==> config.mk <==
export PLATFORM = sky130hd
export DESIGN_NAME = xcfr_ctrl
export DESIGN_NICKNAME = d
export VERILOG_FILES = /design/src/hdl/xcfr_pkg.sv /design/src/hdl/xcfr_ctrl.sv
export SDC_FILE = /design/constraint.sdc
export NUM_CORES = 1
export LEC_CHECK = 0
export ABC_AREA = 1
export BUFFER_PORTS_ARGS = -buffer_cell sky130_fd_sc_hd__buf_2
export CORE_AREA = 2 2 39 41
export DETAILED_ROUTE_END_ITERATION = 12
export DIE_AREA = 0 0 41 43
export GPL_ROUTABILITY_DRIVEN = 0
export PLACE_DENSITY = 0.48
export SLEW_MARGIN = 20
export SYNTH_ARGS = -nofsm -noshare
export SYNTH_HDL_FRONTEND = slang
export SYNTH_SLANG_ARGS = --single-unit
==> constraint.sdc <==
create_clock -name clk -period 1.12 [get_ports clk]
set_input_delay 0.224 -clock clk [delete_from_list [all_inputs] [get_ports clk]]
set_output_delay 0.224 -clock clk [all_outputs]
set_load 0.01 [all_outputs]
==> src/hdl/xcfr_pkg.sv <==
// ----------------------------------------------------------------------------
// xcfr_pkg
// Shared types and constants for the checked frame receiver.
// ----------------------------------------------------------------------------
`default_nettype none

package xcfr_pkg;

    localparam int MAX_PAYLOAD = 64;
    localparam int STORE_DEPTH = 64;
    localparam int ADDR_W      = $clog2(STORE_DEPTH);

    localparam logic [7:0] SOF_RESET = 8'd126;

    typedef enum logic [1:0] {
        RES_MORE = 2'd0,
        RES_DONE = 2'd1,
        RES_BAD  = 2'd2
    } res_t;

    typedef struct packed {
        logic take;
        logic rep_load;
        logic rep_read;
        logic rep_exec;
        logic emit_init;
        logic emit_read;
        logic emit_load;
    } cmd_t;

    typedef struct packed {
        res_t res;
        logic rep_last;
        logic em_last;
        logic out_free;
    } status_t;

endpackage

`default_nettype wire

==> src/hdl/xcfr_ctrl.sv <==
// ----------------------------------------------------------------------------
// xcfr_ctrl
// Sequencer for byte intake, checksum-failure replay and result emission.
// ----------------------------------------------------------------------------
`default_nettype none

module xcfr_ctrl
    import xcfr_pkg::*;
(
    input  wire logic    clk,
    input  wire logic    rst_n,
    input  wire logic    in_valid,
    output logic         in_ready,
    input  wire status_t status,
    output cmd_t         cmd
);

    typedef enum logic [2:0] {
        IDLE,
        REP_RD,
        REP_EX,
        EMIT_RD,
        EMIT_WR
    } state_t;

    state_t state_reg;
    state_t state_next;

    always_comb
    begin
        cmd        = '0;
        state_next = state_reg;
        in_ready   = 1'b0;
        unique case (state_reg)
            IDLE:
            begin
                in_ready = 1'b1;
                if (in_valid)
                begin
                    cmd.take = 1'b1;
                    if (status.res == RES_DONE)
                    begin
                        cmd.emit_init = 1'b1;
                        state_next    = EMIT_RD;
                    end
                    else if (status.res == RES_BAD)
                    begin
                        cmd.rep_load = 1'b1;
                        state_next   = REP_RD;
                    end
                end
            end
            REP_RD:
            begin
                cmd.rep_read = 1'b1;
                state_next   = REP_EX;
            end
            REP_EX:
            begin
                cmd.rep_exec = 1'b1;
                if (status.res == RES_DONE)
                begin
                    cmd.emit_init = 1'b1;
                    state_next    = EMIT_RD;
                end
                else if (status.res == RES_BAD || status.rep_last)
                begin
                    state_next = IDLE;
                end
                else
                begin
                    state_next = REP_RD;
                end
            end
            EMIT_RD:
            begin
                cmd.emit_read = 1'b1;
                state_next    = EMIT_WR;
            end
            EMIT_WR:
            begin
                if (status.out_free)
                begin
                    cmd.emit_load = 1'b1;
                    state_next    = status.em_last ? IDLE : EMIT_RD;
                end
            end
            default:
            begin
                state_next = IDLE;
            end
        endcase
    end

    always_ff @(posedge clk or negedge rst_n)
    begin
        if (!rst_n)
        begin
            state_reg <= IDLE;
        end
        else
        begin
            state_reg <= state_next;
        end
    end

endmodule

`default_nettype wire

==> flow_summary.toml <==
[run_status]
status = "finished with violations"
violations = "negative setup slack"

[worst_setup_path]
worstPathArrival_ns = 1.22
critPathMaxFanout = 4
r2r_start = "state_reg[0]"
reg2regPathDepth = 8
worstPathRequired_ns = 0.90
crit_slowest_cell = "dfrtp_1"
r2r_slack_ns = -0.14
path_cells = "nor2_2, nand2_2, inv_2, nand2_2, a21oi_2, buf_2"
r2r_end = "state_reg[0]"
endpoint = "cmd[2]"
cp-start-kind = "register"
crit_type = "register to output port"
cp-startpoint = "state_reg[0]"
endpoint_kind = "output port"
cpPeakStageDelay_ns = 0.41
crit_top_cell = "nand2_2"

[route]
drt-wirelength-per-cell_um = 8.35
antenna_left = 0
vias_per_cell = 3.91
drt-initial-drc-count = 0
wirelength_um = 735
drc = 0
drt-pass1-iter-count = 1
dr_total_vias = 344

[logic_synthesis]
synth-seq-cells = 3
yosysWarningCount = 0
synth_top_area_share_pct = 27.5
syn_avg_cell_area_um2 = 6.06
ys_types = 13
yosysSeqAreaShare_pct = 27.5
syn-num-nets = 55
ys_top_cells_by_area = "dfrtp_1 28%, inv_1 17%, nand2_1 12%"
netlist_area_um2 = 273
synth_cells = 45
synth_top_cell_by_area = "dfrtp_1"

[sta]
relSlewSlack_pct = 83.5
fin_skew_ns = 0.00817
slew_violations = 0
worst_pin_slew_ns = 0.246
hold_viol = 0
fmax_mhz = 690
min_period_ns = 1.45
setup_viol = 10
setup_slack_ns = -0.329
grt_setup_unrepaired = "yes"
timing.final.crit_share_pct = 129
fin_tns_setup_ns = -2.02

[floorplan]
core-area_um2 = 1380
die_x_um = 41
row_count = 14
die_h_um = 43
start_util_pct = 19.7
die_area_um2 = 1760
pin_count = 16

[power]
peakVddDrop_v = 0.00104
power_density_nw_per_um2 = 2440
power_uw = 1180
p_leak_uw = 0.000300

[job]
cap_violations = 0

[finish]
area_growth_syn_to_layout_pct = 77.1
largest_register_ffs = 3
finalNetCount = 83
drive_above_1_share_pct = 50.0
antenna_cells = 0

[global_routing]
grt_antenna_before_repair = 0
grt-ovfl-total = 0
grt_usage_pct = 10.1
grt_pass1_wl_mm = 1.15
grt_max_degree = 5
grt_pass1_vias = 325

[cts]
cts_buffer_depth = 2
cts.sinks = 3
clock-root-buffer = "clkbuf_4"
htree_levels = 1
cts_made_buffers = 3
clk_pin_slew_ns = 0.04
clkLatencyLatePin_ns = 0.24
cts_tree = "yes"

[place]
hpwl_um = 589
portBuffers = 15

[min_path]
hold_class = "input pin to asynchronous set/reset pin"
-- worst max-delay path: cells and delay by family (launching register included) --
kind	cells	cell delay [ns]
flops	1	0.41
simple gates	3	0.28
compound gates	1	0.10
buf+inv	2	0.19
-- layout make-up --
type / count / area (um2)
clock buffers: 4 / 26.3
repair buffers: 23 / 141
well taps: 16 / 20.0
inverters: 14 / 52.6
multi-input cells: 28 / 168
fillers: 160 / 901
flip-flops and latches: 3 / 75.1
-- cell usage after synthesis --
cell / n
a21oi_1: 2
dfrtp_1: 3
ha_1: 2
inv_1: 12
inv_2: 2
nand2_1: 9
nand2_2: 1
nand3_1: 4
nor2_1: 5
nor2_2: 1
nor4_1: 1
o21ai_0: 2
o21ai_2: 1
-- power by group --
part	switching [uW]	internal [uW]	leakage (uW)	total [uW]
Sequential	40.0	153	0.0000391	193
Clock	62.3	134	0.0000150	196
Combinational	409	382	0.000245	791
-- through the flow --
stage / hold slack (ns) / instance area [um2] / cells / util, % / worst slack, ns
6_report: 0.309 / 483 / 88 / 34.9 / -0.329
5_1_grt: 0.329 / 483 / 88 / 34.9 / -0.417
4_1_cts: 0.300 / 450 / 86 / 32.5 / -0.341
2_1_floorplan: -0.0716 / 277 / 45 / - / -0.0749
3_3_place_gp: 0.0232 / 409 / 81 / 29.6 / -0.0867
3_5_place_dp: 0.0227 / 409 / 81 / 29.6 / -0.101
-- routing by layer --
layer	track usage [%]	wire length [um]	vias to the layer above
li1	-	-	190
met1	10.0	284	147
met2	16.9	425	7
met3	1.57	25	0
met4	8.00	0	0
met5	0	0	-
-- layout by cell type (no fill, tap or decap), drive strengths merged --
cell / instances
ha: 2
o21ai: 3
nor4: 1
nand2: 10
inv: 14
buf: 22
nor2: 6
a21oi: 2
nand3: 4
clkbuf: 4
dlygate4sd3: 1
dfrtp: 3
-- worst min path at each step --
stage / endpoint / slack [ns] / cells past startpoint
2_1_floorplan: state_reg[0] / -0.07 / 0
3_3_place_gp: state_reg[2] / 0.02 / 1
3_5_place_dp: state_reg[2] / 0.02 / 1
4_1_cts: state_reg[2] / 0.30 / 2
5_1_grt: state_reg[2] / 0.33 / 2
6_report: state_reg[2] / 0.31 / 2
-- repair_timing --
item / in CTS / in global routing
setup buffers: 0 / 2
hold endpoints to repair: 3 / 0
resized for setup: 2 / 5
hold buffers: 1 / 0
pin swaps: 4 / 2
setup endpoints to repair: 10 / 10
-- logic make-up after synthesis --
logic type      share of synthesized area [%]
flops                                    27.5
compound gates                           10.6
fa+ha+maj                                9.17
simple gates                             33.5
buf+inv                                  19.3
No activity file was read; power rests on OpenSTA's default activity.
