<file path="src/hdl/xcfr_pkg.sv">
// ----------------------------------------------------------------------------
// xcfr_pkg
// Shared types and constants for the checked frame receiver.
// ----------------------------------------------------------------------------
`default_nettype none

package xcfr_pkg;

    localparam int MAX_PAYLOAD = 64;
    localparam int STORE_DEPTH = 64;
    localparam int ADDR_W      = $clog2(STORE_DEPTH);

    localparam logic [7:0] SOF_RESET = 8'd126;

    typedef enum logic [1:0] {
        RES_MORE = 2'd0,
        RES_DONE = 2'd1,
        RES_BAD  = 2'd2
    } res_t;

    typedef struct packed {
        logic take;
        logic rep_load;
        logic rep_read;
        logic rep_exec;
        logic emit_init;
        logic emit_read;
        logic emit_load;
    } cmd_t;

    typedef struct packed {
        res_t res;
        logic rep_last;
        logic em_last;
        logic out_free;
    } status_t;

endpackage

`default_nettype wire

</file>
<file path="src/hdl/xcfr_datapath.sv">
// ----------------------------------------------------------------------------
// xcfr_datapath
// Frame parser registers, payload memory, replay source and output register.
// ----------------------------------------------------------------------------
`default_nettype none

module xcfr_datapath
    import xcfr_pkg::*;
(
    input  wire logic       clk,
    input  wire logic       rst_n,
    input  wire cmd_t       cmd,
    output status_t         status,
    input  wire logic       cfg_valid,
    input  wire logic [7:0] sof_byte,
    input  wire logic [7:0] rx_byte,
    input  wire logic       out_ready,
    output logic            out_valid,
    output logic [7:0]      frame_type,
    output logic [6:0]      frame_length,
    output logic [5:0]      byte_index,
    output logic [7:0]      payload_byte,
    output logic            has_byte,
    output logic            last
);

    typedef enum logic [2:0] {
        PS_SOF  = 3'd0,
        PS_TYPE = 3'd1,
        PS_LEN  = 3'd2,
        PS_DATA = 3'd3,
        PS_CHK  = 3'd4
    } ps_t;

    logic [7:0] mem [STORE_DEPTH];
    logic [7:0] mem_rd_reg;

    logic [7:0] sof_reg;
    ps_t        ps_reg, ps_next;
    logic [7:0] held_type_reg, held_type_next;
    logic [6:0] held_length_reg, held_length_next;
    logic [6:0] fill_reg, fill_next;
    logic [7:0] chk_reg, chk_next;

    logic [7:0] rp_type_reg;
    logic [6:0] rp_len_reg;
    logic [7:0] rp_chk_reg;
    logic [6:0] rp_idx_reg;
    logic       rp_scan_reg;

    logic [5:0] em_idx_reg;
    logic       out_valid_reg;
    logic [7:0] out_type_reg;
    logic [6:0] out_len_reg;
    logic [5:0] out_idx_reg;
    logic [7:0] out_data_reg;
    logic       out_has_reg;
    logic       out_last_reg;

    logic [7:0]        cur_byte;
    logic [7:0]        rep_byte;
    logic [6:0]        rp_end;
    logic [6:0]        fill_inc;
    logic              adv_en;
    logic              wr_en;
    logic              match;
    res_t              res;
    logic              rd_en;
    logic [ADDR_W-1:0] rd_addr;

    assign rp_end   = rp_len_reg + 7'd2;
    assign fill_inc = fill_reg + 7'd1;

    always_comb
    begin
        if (rp_idx_reg == 7'd0)
        begin
            rep_byte = rp_type_reg;
        end
        else if (rp_idx_reg == 7'd1)
        begin
            rep_byte = {1'b0, rp_len_reg};
        end
        else if (rp_idx_reg == rp_end)
        begin
            rep_byte = rp_chk_reg;
        end
        else
        begin
            rep_byte = mem_rd_reg;
        end
    end

    assign cur_byte = cmd.rep_exec ? rep_byte : rx_byte;
    assign adv_en   = cmd.take || (cmd.rep_exec && !rp_scan_reg);
    assign match    = cmd.rep_exec && rp_scan_reg && (rep_byte == sof_reg);

    always_comb
    begin
        ps_next          = ps_reg;
        held_type_next   = held_type_reg;
        held_length_next = held_length_reg;
        fill_next        = fill_reg;
        chk_next         = chk_reg;
        wr_en            = 1'b0;
        res              = RES_MORE;
        if (match)
        begin
            ps_next = PS_TYPE;
        end
        else if (adv_en)
        begin
            unique case (ps_reg)
                PS_TYPE:
                begin
                    held_type_next = cur_byte;
                    chk_next       = cur_byte;
                    ps_next        = PS_LEN;
                end
                PS_LEN:
                begin
                    held_length_next = cur_byte[6:0];
                    fill_next        = '0;
                    chk_next         = chk_reg ^ cur_byte;
                    if (cur_byte > 8'(MAX_PAYLOAD))
                    begin
                        ps_next = PS_SOF;
                    end
                    else if (cur_byte == 8'd0)
                    begin
                        ps_next = PS_CHK;
                    end
                    else
                    begin
                        ps_next = PS_DATA;
                    end
                end
                PS_DATA:
                begin
                    wr_en     = 1'b1;
                    fill_next = fill_inc;
                    chk_next  = chk_reg ^ cur_byte;
                    if (fill_inc >= held_length_reg)
                    begin
                        ps_next = PS_CHK;
                    end
                end
                PS_CHK:
                begin
                    ps_next = PS_SOF;
                    res     = (cur_byte == chk_reg) ? RES_DONE : RES_BAD;
                end
                default:
                begin
                    ps_next = (cur_byte == sof_reg) ? PS_TYPE : PS_SOF;
                end
            endcase
        end
    end

    assign rd_en   = cmd.rep_read || cmd.emit_read;
    assign rd_addr = cmd.rep_read ? ADDR_W'(rp_idx_reg - 7'd2) : em_idx_reg;

    always_ff @(posedge clk)
    begin
        if (wr_en)
        begin
            mem[fill_reg[ADDR_W-1:0]] <= cur_byte;
        end
        if (rd_en)
        begin
            mem_rd_reg <= mem[rd_addr];
        end
    end

    always_ff @(posedge clk or negedge rst_n)
    begin
        if (!rst_n)
        begin
            sof_reg       <= SOF_RESET;
            ps_reg        <= PS_SOF;
            fill_reg      <= '0;
            rp_scan_reg   <= 1'b1;
            out_valid_reg <= 1'b0;
        end
        else
        begin
            if (cfg_valid)
            begin
                sof_reg <= sof_byte;
            end
            ps_reg   <= ps_next;
            fill_reg <= fill_next;
            if (cmd.rep_load)
            begin
                rp_scan_reg <= 1'b1;
            end
            else if (match)
            begin
                rp_scan_reg <= 1'b0;
            end
            if (cmd.emit_load)
            begin
                out_valid_reg <= 1'b1;
            end
            else if (out_ready)
            begin
                out_valid_reg <= 1'b0;
            end
        end
    end

    always_ff @(posedge clk)
    begin
        held_type_reg   <= held_type_next;
        held_length_reg <= held_length_next;
        chk_reg         <= chk_next;
        if (cmd.rep_load)
        begin
            rp_type_reg <= held_type_reg;
            rp_len_reg  <= held_length_reg;
            rp_chk_reg  <= cur_byte;
            rp_idx_reg  <= '0;
        end
        else if (cmd.rep_exec)
        begin
            rp_idx_reg <= rp_idx_reg + 7'd1;
        end
        if (cmd.emit_init)
        begin
            em_idx_reg <= '0;
        end
        else if (cmd.emit_load)
        begin
            em_idx_reg <= em_idx_reg + 6'd1;
        end
        if (cmd.emit_load)
        begin
            out_type_reg <= held_type_reg;
            out_len_reg  <= held_length_reg;
            out_idx_reg  <= em_idx_reg;
            out_has_reg  <= (held_length_reg != 7'd0);
            out_data_reg <= (held_length_reg != 7'd0) ? mem_rd_reg : 8'd0;
            out_last_reg <= status.em_last;
        end
    end

    assign status.res      = res;
    assign status.rep_last = (rp_idx_reg == rp_end);
    assign status.em_last  = (held_length_reg == 7'd0)
                          || ((7'(em_idx_reg) + 7'd1) == held_length_reg);
    assign status.out_free = !out_valid_reg || out_ready;

    assign out_valid    = out_valid_reg;
    assign frame_type   = out_type_reg;
    assign frame_length = out_len_reg;
    assign byte_index   = out_idx_reg;
    assign payload_byte = out_data_reg;
    assign has_byte     = out_has_reg;
    assign last         = out_last_reg;

endmodule

`default_nettype wire
</file>
<file path="config.mk">
export PLATFORM = sky130hd
export DESIGN_NAME = xcfr_datapath
export DESIGN_NICKNAME = d
export VERILOG_FILES = /design/src/hdl/xcfr_pkg.sv /design/src/hdl/xcfr_datapath.sv
export SDC_FILE = /design/constraint.sdc
export NUM_CORES = 1
export LEC_CHECK = 0
export ABC_AREA = 1
export BUFFER_PORTS_ARGS = -buffer_cell sky130_fd_sc_hd__buf_2
export CORE_AREA = 2 2 197 344
export DETAILED_ROUTE_END_ITERATION = 8
export DIE_AREA = 0 0 199 346
export GPL_TIMING_DRIVEN = 0
export PLACE_DENSITY = 0.53
export REMOVE_ABC_BUFFERS = 1
export SYNTH_ARGS = -nofsm -noshare
export SYNTH_HDL_FRONTEND = slang
export SYNTH_SLANG_ARGS = --single-unit
</file>
<file path="constraint.sdc">
create_clock -name clk -period 3.7 [get_ports clk]
set_input_delay 0 -clock clk [delete_from_list [all_inputs] [get_ports clk]]
set_output_delay 0 -clock clk [all_outputs]
set_load 0.005 [all_outputs]
</file>
==> results.yml, run 1 <==
run_status:
  status: "completed"
floorplanning:
  fp.coreArea_sq_um: 66160
  fp.dieH_um: 346
  ios: 64
  die_x_um: 199
  dieArea_sq_um: 68850
  placementRows: 125
  start_util_pct: 39.48
job:
  max_cap_viol_count: 0
pwr:
  p_int_uw: 11840
  seqPwrFrac_pct: 51.4
  power.total_uw: 15980
  clockPowerShare_pct: 35.2
  switching_share_pct: 25.91
  p_comb_share_pct: 13.4
  ir_drop_mv: 0.3286
  switchingPower_uw: 4141
  leakagePower_uw: 0.01035
  p_per_area_nw_per_um2: 513.6
worst_setup_path:
  endpoint_kind: "flip-flop"
  startpoint_type: "flip-flop"
  critPathSlowestCell: "buf_16"
  reg2reg_from: "rp_idx_reg[0]"
  cp_max_fo: 129
  path_cells: "inv_2 > nand2_1 > o21ai_4 > buf_12 > clkinv_8 > buf_16 > o21ai_0 > o22ai_1 > o211ai_1 > nand3_1 > nand3_1 > nand2_1"
  cp-startpoint: "rp_idx_reg[0]"
  critPathKind: "flip-flop to flip-flop"
  cp.arrival_ns: 3.91
  max_stage_delay_ns: 0.42
  worstPathRequired_ns: 4.04
finish:
  stdcell_count: 3158
  largest_reg_flops: 512
  diodes: 0
  stdcell_area_sq_um: 31120
  seq_area_sq_um: 18700
  num-fill-cells: 5773
  layout-drive-gt1-share_pct: 15.43
  nNetsFinal: 2267
  multi_input_area_sq_um: 7248
  area_delta_synth_final_pct: 19.14
cts:
  cts.sinks: 630
  cts-root-buf: "clkbuf_16"
  cts_tree: "yes"
  clock_latency_ns: 0.61
  htree_levels: 2
  cts_buffers: 54
  path_clk_slew_ns: 0.07
  cts_buffer_depth: 3
routing:
  drc: 0
  ant_nets: 0
  first_pass_iters: 5
  totalWireLength_um: 72570
  wire_per_inst_um: 22.98
  dr_total_vias: 17437
  post_drt_via_cell_ratio: 5.522
  drt_iter0_drc: 1484
global_routing:
  antenna_found_initial: 0
  overflow: 0
  gr-usage-all-layers_pct: 20.69
  grt_pass1_wl_um: 104800
  grt_pass1_vias: 16750
  grt_max_degree: 130
sta:
  max_slew.worst_pin.slew_ns: 1.046
  finalCriticalPeriod_ns: 3.568
  relSlewSlack_pct: 30.09
  fmax_mhz: 280.3
  skew_ns: 0.01450
  slew_violations: 0
  finalSetupViolCount: 0
  hold_viol_final: 0
  period_share_pct: 96.43
synthesis:
  synth_top_area_cell: "edfxtp_1"
  postSynthAreaPerCell_sq_um: 12.32
  syn_inst: 2120
  synthFlopType: "edfxtp_1"
  ys_types: 48
  yosys_warnings: 0
  ys_top_cells_by_area: "edfxtp_1 (69%), nor2_1 (5.4%), o21ai_0 (5.2%)"
  syn-cell-area_sq_um: 26120
  synth_seq_cells: 630
  synthArstFlopShare_pct: 3.175
  synth_seq_area_share_pct: 71.58
  synth_edf_count: 597
  yosys.area.top_type_share_pct: 68.64
placement:
  numPortBuffers: 63
  hpwl_um: 45460
  gp_congestion: 0.8818
  dp.cells: 2979
  place_area_sq_um: 27710
hold_path:
  min_from: "rx_byte[5]"
  hold_class: "input port to flip-flop"
-- routing by layer --
layer  track usage (%)  wire, um  vias up
met5                 0         0        -
met4             14.09      5091        0
met3             2.415      2855      197
met2             36.68     37610      539
met1             22.98     27010     8705
li1                  -         -     7996
-- synthesized netlist by cell type, drive strengths merged (15+ instances only) --
cell type    n
clkbuf     106
edfxtp     597
ha          15
inv         96
nand2      183
nand3      126
nor2       384
o211ai      65
o21ai      295
o221ai      65
o22ai       66
xor2        23
-- power by group through the flow --
stage,sequential (uW),combinational (uW),clock [uW]
3_5_place_dp,8370,2060,0
6_report,8220,2140,5620
5_1_grt,8230,2330,5950
3_3_place_gp,8400,1960,0
2_1_floorplan,8360,1180,0
4_1_cts,8210,2110,5710
-- through the flow --
stage	hold WS (ns)	utilization, %	setup WS (ns)	setup TNS, ns
floorplan	-0.2956	-	-13.49	-107.92
global placement	0.04636	40.94	-35.08	-728.49
detailed placement	0.04502	41.88	-0.5142	-151.51
CTS	0.03202	45.58	-0.2288	-27.03
global route	0.08857	47.04	-0.01769	-0.1003
finish	0.05292	47.04	0.1320	0
-- kinds of logic after synthesis --
kind of cell             Yosys count  synth area share (%)
AO/OA/AOI/OAI                    509                 11.73
XOR/XNOR                          27                0.9341
adder cells (fa/ha/maj)           15                0.7186
buffers and inverters            215                 3.152
flip-flops                       630                 71.58
AND/OR/NAND/NOR                  724                 11.88
-- final cells by class --
cell class | instances | area share [%]
clock buffer | 67 | 4.568
clock inverter | 33 | 0.9530
inverter | 96 | 1.214
multi-input combinational | 1277 | 23.29
sequential | 630 | 60.08
tap | 889 | 3.575
timing repair buffer | 166 | 6.313
-- worst max-delay path, delay by kind of cell (launching register included) --
family                 cells  cell delay (ns)
buffers and inverters      4             1.10
and+or+nand+nor            4             0.69
AOI/OAI and AO/OA          4             0.94
DFF                        1             0.37
-- placed cells by master (no fill, tap or decap), drive strengths merged, types with 15 or more instances in the layout --
cell type and count:
buf 134, clkbuf 67, clkinv 23, dlygate4sd3 32
edfxtp 597, ha 15, inv 98, nand2 183
nand3 126, nor2 384, o211ai 65, o21ai 297
o221ai 65, o22ai 66, xor2 23
-- repair_timing --
item	CTS	global route
endpoints found under the setup margin	529	533
hold buffers	32	0
pin swaps	0	31
gates cloned	0	2
hold endpoints to repair	71	0
buffers inserted	0	45
resized for setup	114	38
-- final timing paths --
path / cells past startpoint / to / slack (ns)
setup / recovery: 12 / mem_rd_reg[2] / 0.13
hold / removal: 9 / ps_reg[0] / 0.05
setup reg to reg: 12 / mem_rd_reg[2] / 0.13
hold reg to reg: 0 / frame_type[2] / 0.44
max in group asynchronous: 3 / ps_reg[1] / 2.13
min in group asynchronous: 2 / rp_scan_reg / 0.14
No activity file was read; power rests on OpenSTA's default activity.
==> inputs of run 2 (changes only) <==
RECOVER_POWER = 50   (was not set)
==> run 2 against run 1 <==
  * Total power is essentially flat
  * First-iteration DRC count shrank 0.94%
  * Register-to-register slack is essentially flat
  * Sequential share of layout area grew 0.065 points
  * Via count grew 0.23%
  * Maximum frequency grew 0.20%
  * The flow now finishes with violations (capacitance limit, slew limit)
  * Cell count is the same
  * Critical path depth is the same
  * Largest cell class unchanged
  * Cell area shrank 0.11%
  * Core utilization shrank 0.051 points
==> results.yml, run 2 (synthesis gave the netlist of run 1 again) <==
routing:
  drt_iter0_drc: 1470
  ant_nets: 0
  dr_total_vias: 17477
  post_drt_via_cell_ratio: 5.534
  totalWireLength_um: 72790
  first_pass_iters: 5
  drc: 0
  wire_per_inst_um: 23.05
pwr:
  switching_share_pct: 25.94
  power.total_uw: 15980
  leakagePower_uw: 0.01028
  p_per_area_nw_per_um2: 514.0
  switchingPower_uw: 4145
  ir_drop_mv: 0.3307
  clockPowerShare_pct: 35.2
  p_int_uw: 11830
  p_comb_share_pct: 13.4
  seqPwrFrac_pct: 51.4
cts:
  path_clk_slew_ns: 0.07
  htree_levels: 2
  cts_tree: "yes"
  clock_latency_ns: 0.61
  cts-root-buf: "clkbuf_16"
  cts_buffers: 54
  cts_buffer_depth: 3
  cts.sinks: 630
worst_setup_path:
  reg2reg_depth: 12
  startpoint_type: "flip-flop"
  cp-startpoint: "rp_idx_reg[0]"
  cp.arrival_ns: 3.90
  worstPathRequired_ns: 4.04
  timing.critical_path.buf_inv: 4
  cp_max_fo: 129
  cp.depth: 12
  critPathTopFamily: "buffers and inverters"
  endpoint_kind: "flip-flop"
  critPathSlowestCell: "buf_16"
  reg2reg_from: "rp_idx_reg[0]"
  path_cells: "inv_2 > nand2_1 > o21ai_4 > buf_12 > clkinv_8 > buf_16 > o21ai_0 > o22ai_1 > o211ai_1 > nand3_1 > nand3_1 > nand2_1"
  critPathKind: "flip-flop to flip-flop"
  max_stage_delay_ns: 0.42
finish:
  final_common_cell: "edfxtp_1"
  most-common-layout-cells: "edfxtp_1 (597), nor2_1 (313), o21ai_0 (268)"
  largest_reg_flops: 512
  nNetsFinal: 2267
  diodes: 0
  layout-drive-gt1-share_pct: 13.97
  area_delta_synth_final_pct: 19.01
floorplanning:
  die_x_um: 199
  start_util_pct: 39.48
  placementRows: 125
  fp.dieH_um: 346
  ios: 64
  fp.coreArea_sq_um: 66160
  dieArea_sq_um: 68850
placement:
  numPortBuffers: 63
  hpwl_um: 45460
  gp_congestion: 0.8818
  dpl_worst_slack_ns: -0.5142
sta:
  setup-tns-final_ns: 0
  finalSetupViolCount: 0
  worst_slack_ns: 0.1393
  period_share_pct: 96.24
  skew_ns: 0.01627
  whs_ns: 0.05227
  hold_viol_final: 0
  finalCriticalPeriod_ns: 3.561
  max_slew.worst_pin.slew_ns: 2.149
  fmax_mhz: 280.8
  slew_violations: 74
  relSlewSlack_pct: -43.27
global_routing:
  grt_pass1_vias: 16750
  grt_pass1_wl_um: 104800
  gr-usage-all-layers_pct: 20.69
  overflow: 0
  antenna_found_initial: 0
  grt_max_degree: 130
hold_path:
  min_from: "rx_byte[5]"
  hold_path_depth: 9
  hold_class: "input port to flip-flop"
run_status:
  violations: "capacitance limit, slew limit"
  status: "finished, violations left"
job:
  max_cap_viol_count: 2
run 2: worst min-delay path: stages:
cell and delay, ns:
buf_2 0.07, or2_2 0.11, nand3_1 0.07, o21ai_0 0.07, nor2_1 0.05, nand3_1 0.06
nor2_1 0.05, nor2_1 0.10, nor2_1 0.05
run 2: final timing paths:
kind | slack, ns | end
worst max-delay path | 0.14 | mem_rd_reg[2]
worst min-delay path | 0.05 | ps_reg[0]
worst max register to register | 0.14 | mem_rd_reg[2]
worst min register to register | 0.45 | frame_type[2]
max in group asynchronous | 1.76 | ps_reg[0]
min in group asynchronous | 0.50 | rp_scan_reg
run 2: layout make-up:
type	instances	area, sq um
Inverter	96	377.9
Multi-Input combinational cell	1277	7248
Fill cell	5787	35070
Clock inverter	33	296.5
Tap cell	889	1112
Clock buffer	67	1421
Sequential cell	630	18700
Timing Repair Buffer	166	1931
run 2: repair_timing:
item / 4_1_cts / 5_1_grt
resized for setup: 114 / 38
setup buffers: 0 / 45
gates cloned: 0 / 2
hold buffers: 32 / 0
pin swaps: 0 / 31
hold endpoints to repair: 71 / 0
setup endpoints to repair: 529 / 533
run 2: power by group through the flow:
| stage | sequential [uW] | clock, uW | combinational [uW] |
|---|---|---|---|
| 2_1_floorplan | 8360 | 0 | 1180 |
| 3_3_place_gp | 8400 | 0 | 1960 |
| 3_5_place_dp | 8370 | 0 | 2060 |
| 4_1_cts | 8210 | 5710 | 2110 |
| 5_1_grt | 8230 | 5950 | 2320 |
| 6_report | 8220 | 5620 | 2140 |
run 2: metrics by stage:
stage	cells	area [sq um]	util, %
floorplan	2001	25660	-
global placement	2953	27080	40.94
detailed placement	2979	27710	41.88
CTS	3111	30150	45.58
global route	3158	31080	46.98
finish	3158	31080	46.98
run 2: layer usage:
metal  up-vias  wire (um)  GRT usage [%]
met5         -          0              0
met4         0       5183          14.09
met3       203       3000          2.415
met2       544      37760          36.68
met1      8734      26850          22.98
li1       7996          -              -
==> inputs of run 3 (changes only) <==
REMOVE_ABC_BUFFERS = not set   (was 1)
==> run 3 against run 2 <==
  * The run ends with capacitance limit, slew limit, setup timing left
  * Clock skew increased by 0.0024 ns
  * Setup slack got worse by 0.24 ns
  * Critical path depth decreased by 2
  * Largest cell class unchanged
  * Cell count increased by 2.2%
  * Routed wire length increased by 21%
  * Total power increased by 2.1%
==> results.yml, run 3 (synthesis gave the netlist of run 1 again) <==
global_routing:
  overflow: 0
  grt_pass1_wl_um: 123600
  gr-usage-all-layers_pct: 25.42
  grt_pass1_vias: 18236
  grt_max_degree: 69
  antenna_found_initial: 0
worst_setup_path:
  critPathSlowestCell: "buf_1"
  critPathKind: "flip-flop to flip-flop"
  max_stage_delay_ns: 0.80
  cp.arrival_ns: 4.26
  worstPathRequired_ns: 4.17
  cp_max_fo: 10
  endpoint_kind: "flip-flop"
  startpoint_type: "flip-flop"
  path_common_cell: "nand3_1"
  path_cells: "o21ai_1 > inv_1 > clkbuf_1 > buf_1 > nor2_1 > o22ai_1 > o211ai_1 > nand3_1 > nand3_1 > nand2_1"
cts:
  cts-root-buf: "clkbuf_16"
  cts_buffers: 56
  htree_levels: 2
  clock_latency_ns: 0.61
  cts.sinks: 630
  path_clk_slew_ns: 0.07
  cts_buffer_depth: 3
  cts_tree: "yes"
routing:
  dr_total_vias: 18064
  ant_nets: 0
  totalWireLength_um: 87830
  first_pass_iters: 6
  drc: 0
  drt_iter0_drc: 1762
  post_drt_via_cell_ratio: 5.598
  wire_per_inst_um: 27.22
sta:
  rsz0062_at_grt: "yes"
  hold_viol_final: 0
  setup-tns-final_ns: -0.1777
  slew_violations: 33
  fmax_mhz: 263.5
  worst_slack_ns: -0.09572
  max_slew.worst_pin.slew_ns: 1.829
  finalCriticalPeriod_ns: 3.796
  skew_ns: 0.01870
  period_share_pct: 102.6
  finalSetupViolCount: 4
  relSlewSlack_pct: -21.95
job:
  max_cap_viol_count: 1
floorplanning:
  ios: 64
  dieArea_sq_um: 68850
  start_util_pct: 39.48
  die_x_um: 199
  fp.dieH_um: 346
  fp.coreArea_sq_um: 66160
  placementRows: 125
finish:
  multi_input_area_sq_um: 7139
  seq_area_sq_um: 18700
  largest_reg_flops: 512
  area_delta_synth_final_pct: 16.79
  layout-drive-gt1-share_pct: 11.04
  nNetsFinal: 2337
  diodes: 0
  final_common_cell: "edfxtp_1"
  most-common-layout-cells: "edfxtp_1 (597), nor2_1 (313), o21ai_0 (270)"
  num-fill-cells: 5983
placement:
  hpwl_um: 62840
  gp_congestion: 0.9606
  dpl_worst_slack_ns: -0.6732
  numPortBuffers: 62
pwr:
  seqPwrFrac_pct: 50.5
  leakagePower_uw: 0.01001
  clockPowerShare_pct: 35.4
  switching_share_pct: 27.25
  switchingPower_uw: 4443
  p_comb_share_pct: 14.1
  p_per_area_nw_per_um2: 534.6
  p_int_uw: 11860
  ir_drop_mv: 0.4013
run_status:
  status: "finished, violations left"
  violations: "capacitance limit, slew limit, setup timing"
hold_path:
  hold_class: "input port to flip-flop"
synthesis:
  syn_nets: 2162
run 3: cell count changes in the layout (fill, tap and decap cells not counted), sizes merged:
cell,change
clkinvlp,-2
inv,-2
clkbuf,+116
o21ai,-2
buf,-40
dlygate4sd3,-1
run 3: final cells by class:
class	count	area share (%)
Clock buffer	72	4.893
Clock inverter	29	0.8491
Inverter	96	1.198
Tap cell	889	3.646
Multi-Input combinational cell	1275	23.40
Timing Repair Buffer	117	3.199
Sequential cell	630	61.29
Buffer	119	1.518
run 3: worst max-delay path, delay by kind of cell (launching register included):
kind | cells | cell delay, ns
buffers and inverters | 3 | 1.73
flip-flops | 1 | 0.53
AO/OA/AOI/OAI | 3 | 0.89
AND/OR/NAND/NOR | 4 | 0.49
run 3: power by group through the flow:
stage,Clock (uW),Combinational [uW],Sequential [uW]
floorplan,0,1170,8360
global placement,0,2170,8420
detailed placement,0,2250,8380
CTS,5820,2300,8230
global route,6060,2450,8240
finish,5770,2310,8230
run 3: routing by layer:
layer  vias up  global-route usage (%)  part of all wire [%]
li1       8154                       -                     -
met2       695                   46.50                    52
met1      8925                   25.07                    33
met4         0                   21.92                    10
met3       290                   2.815                   4.5
met5         -                       0                     0
run 3: per-stage QoR:
step	hold slack, ns	instances	util (%)	instance area, sq um	total power, uW
after floorplan	-0.2956	2120	-	26120	9529
after global placement	0.02587	3071	41.63	27540	10590
after detailed placement	0.02986	3077	41.84	27680	10630
after CTS	0.008208	3215	45.79	30300	16350
after global routing	0.08624	3227	46.11	30500	16750
final	0.06199	3227	46.11	30500	16310
run 3: path summary, 6_finish.rpt:
path / start / end / slack (ns) / depth (start not counted)
worst max-delay path: em_idx_reg[0] / mem_rd_reg[0] / -0.1 / 10
worst min-delay path: rx_byte[5] / ps_reg[0] / 0.06 / 9
min in group asynchronous: rst_n / rp_scan_reg / 0.45 / 2
worst max register to register: em_idx_reg[0] / mem_rd_reg[0] / -0.1 / 10
max in group asynchronous: rst_n / ps_reg[1] / 1.86 / 3
worst min register to register: held_type_reg[2] / rp_type_reg[2] / 0.44 / 0
run 3: what timing repair did:
action,in CTS,in global routing
cloned,0,0
hold buffers,31,0
buffers inserted,6,12
pin swaps,4,6
endpoints found under the setup margin,539,422
gates resized for setup,121,27
hold endpoints to repair,67,0
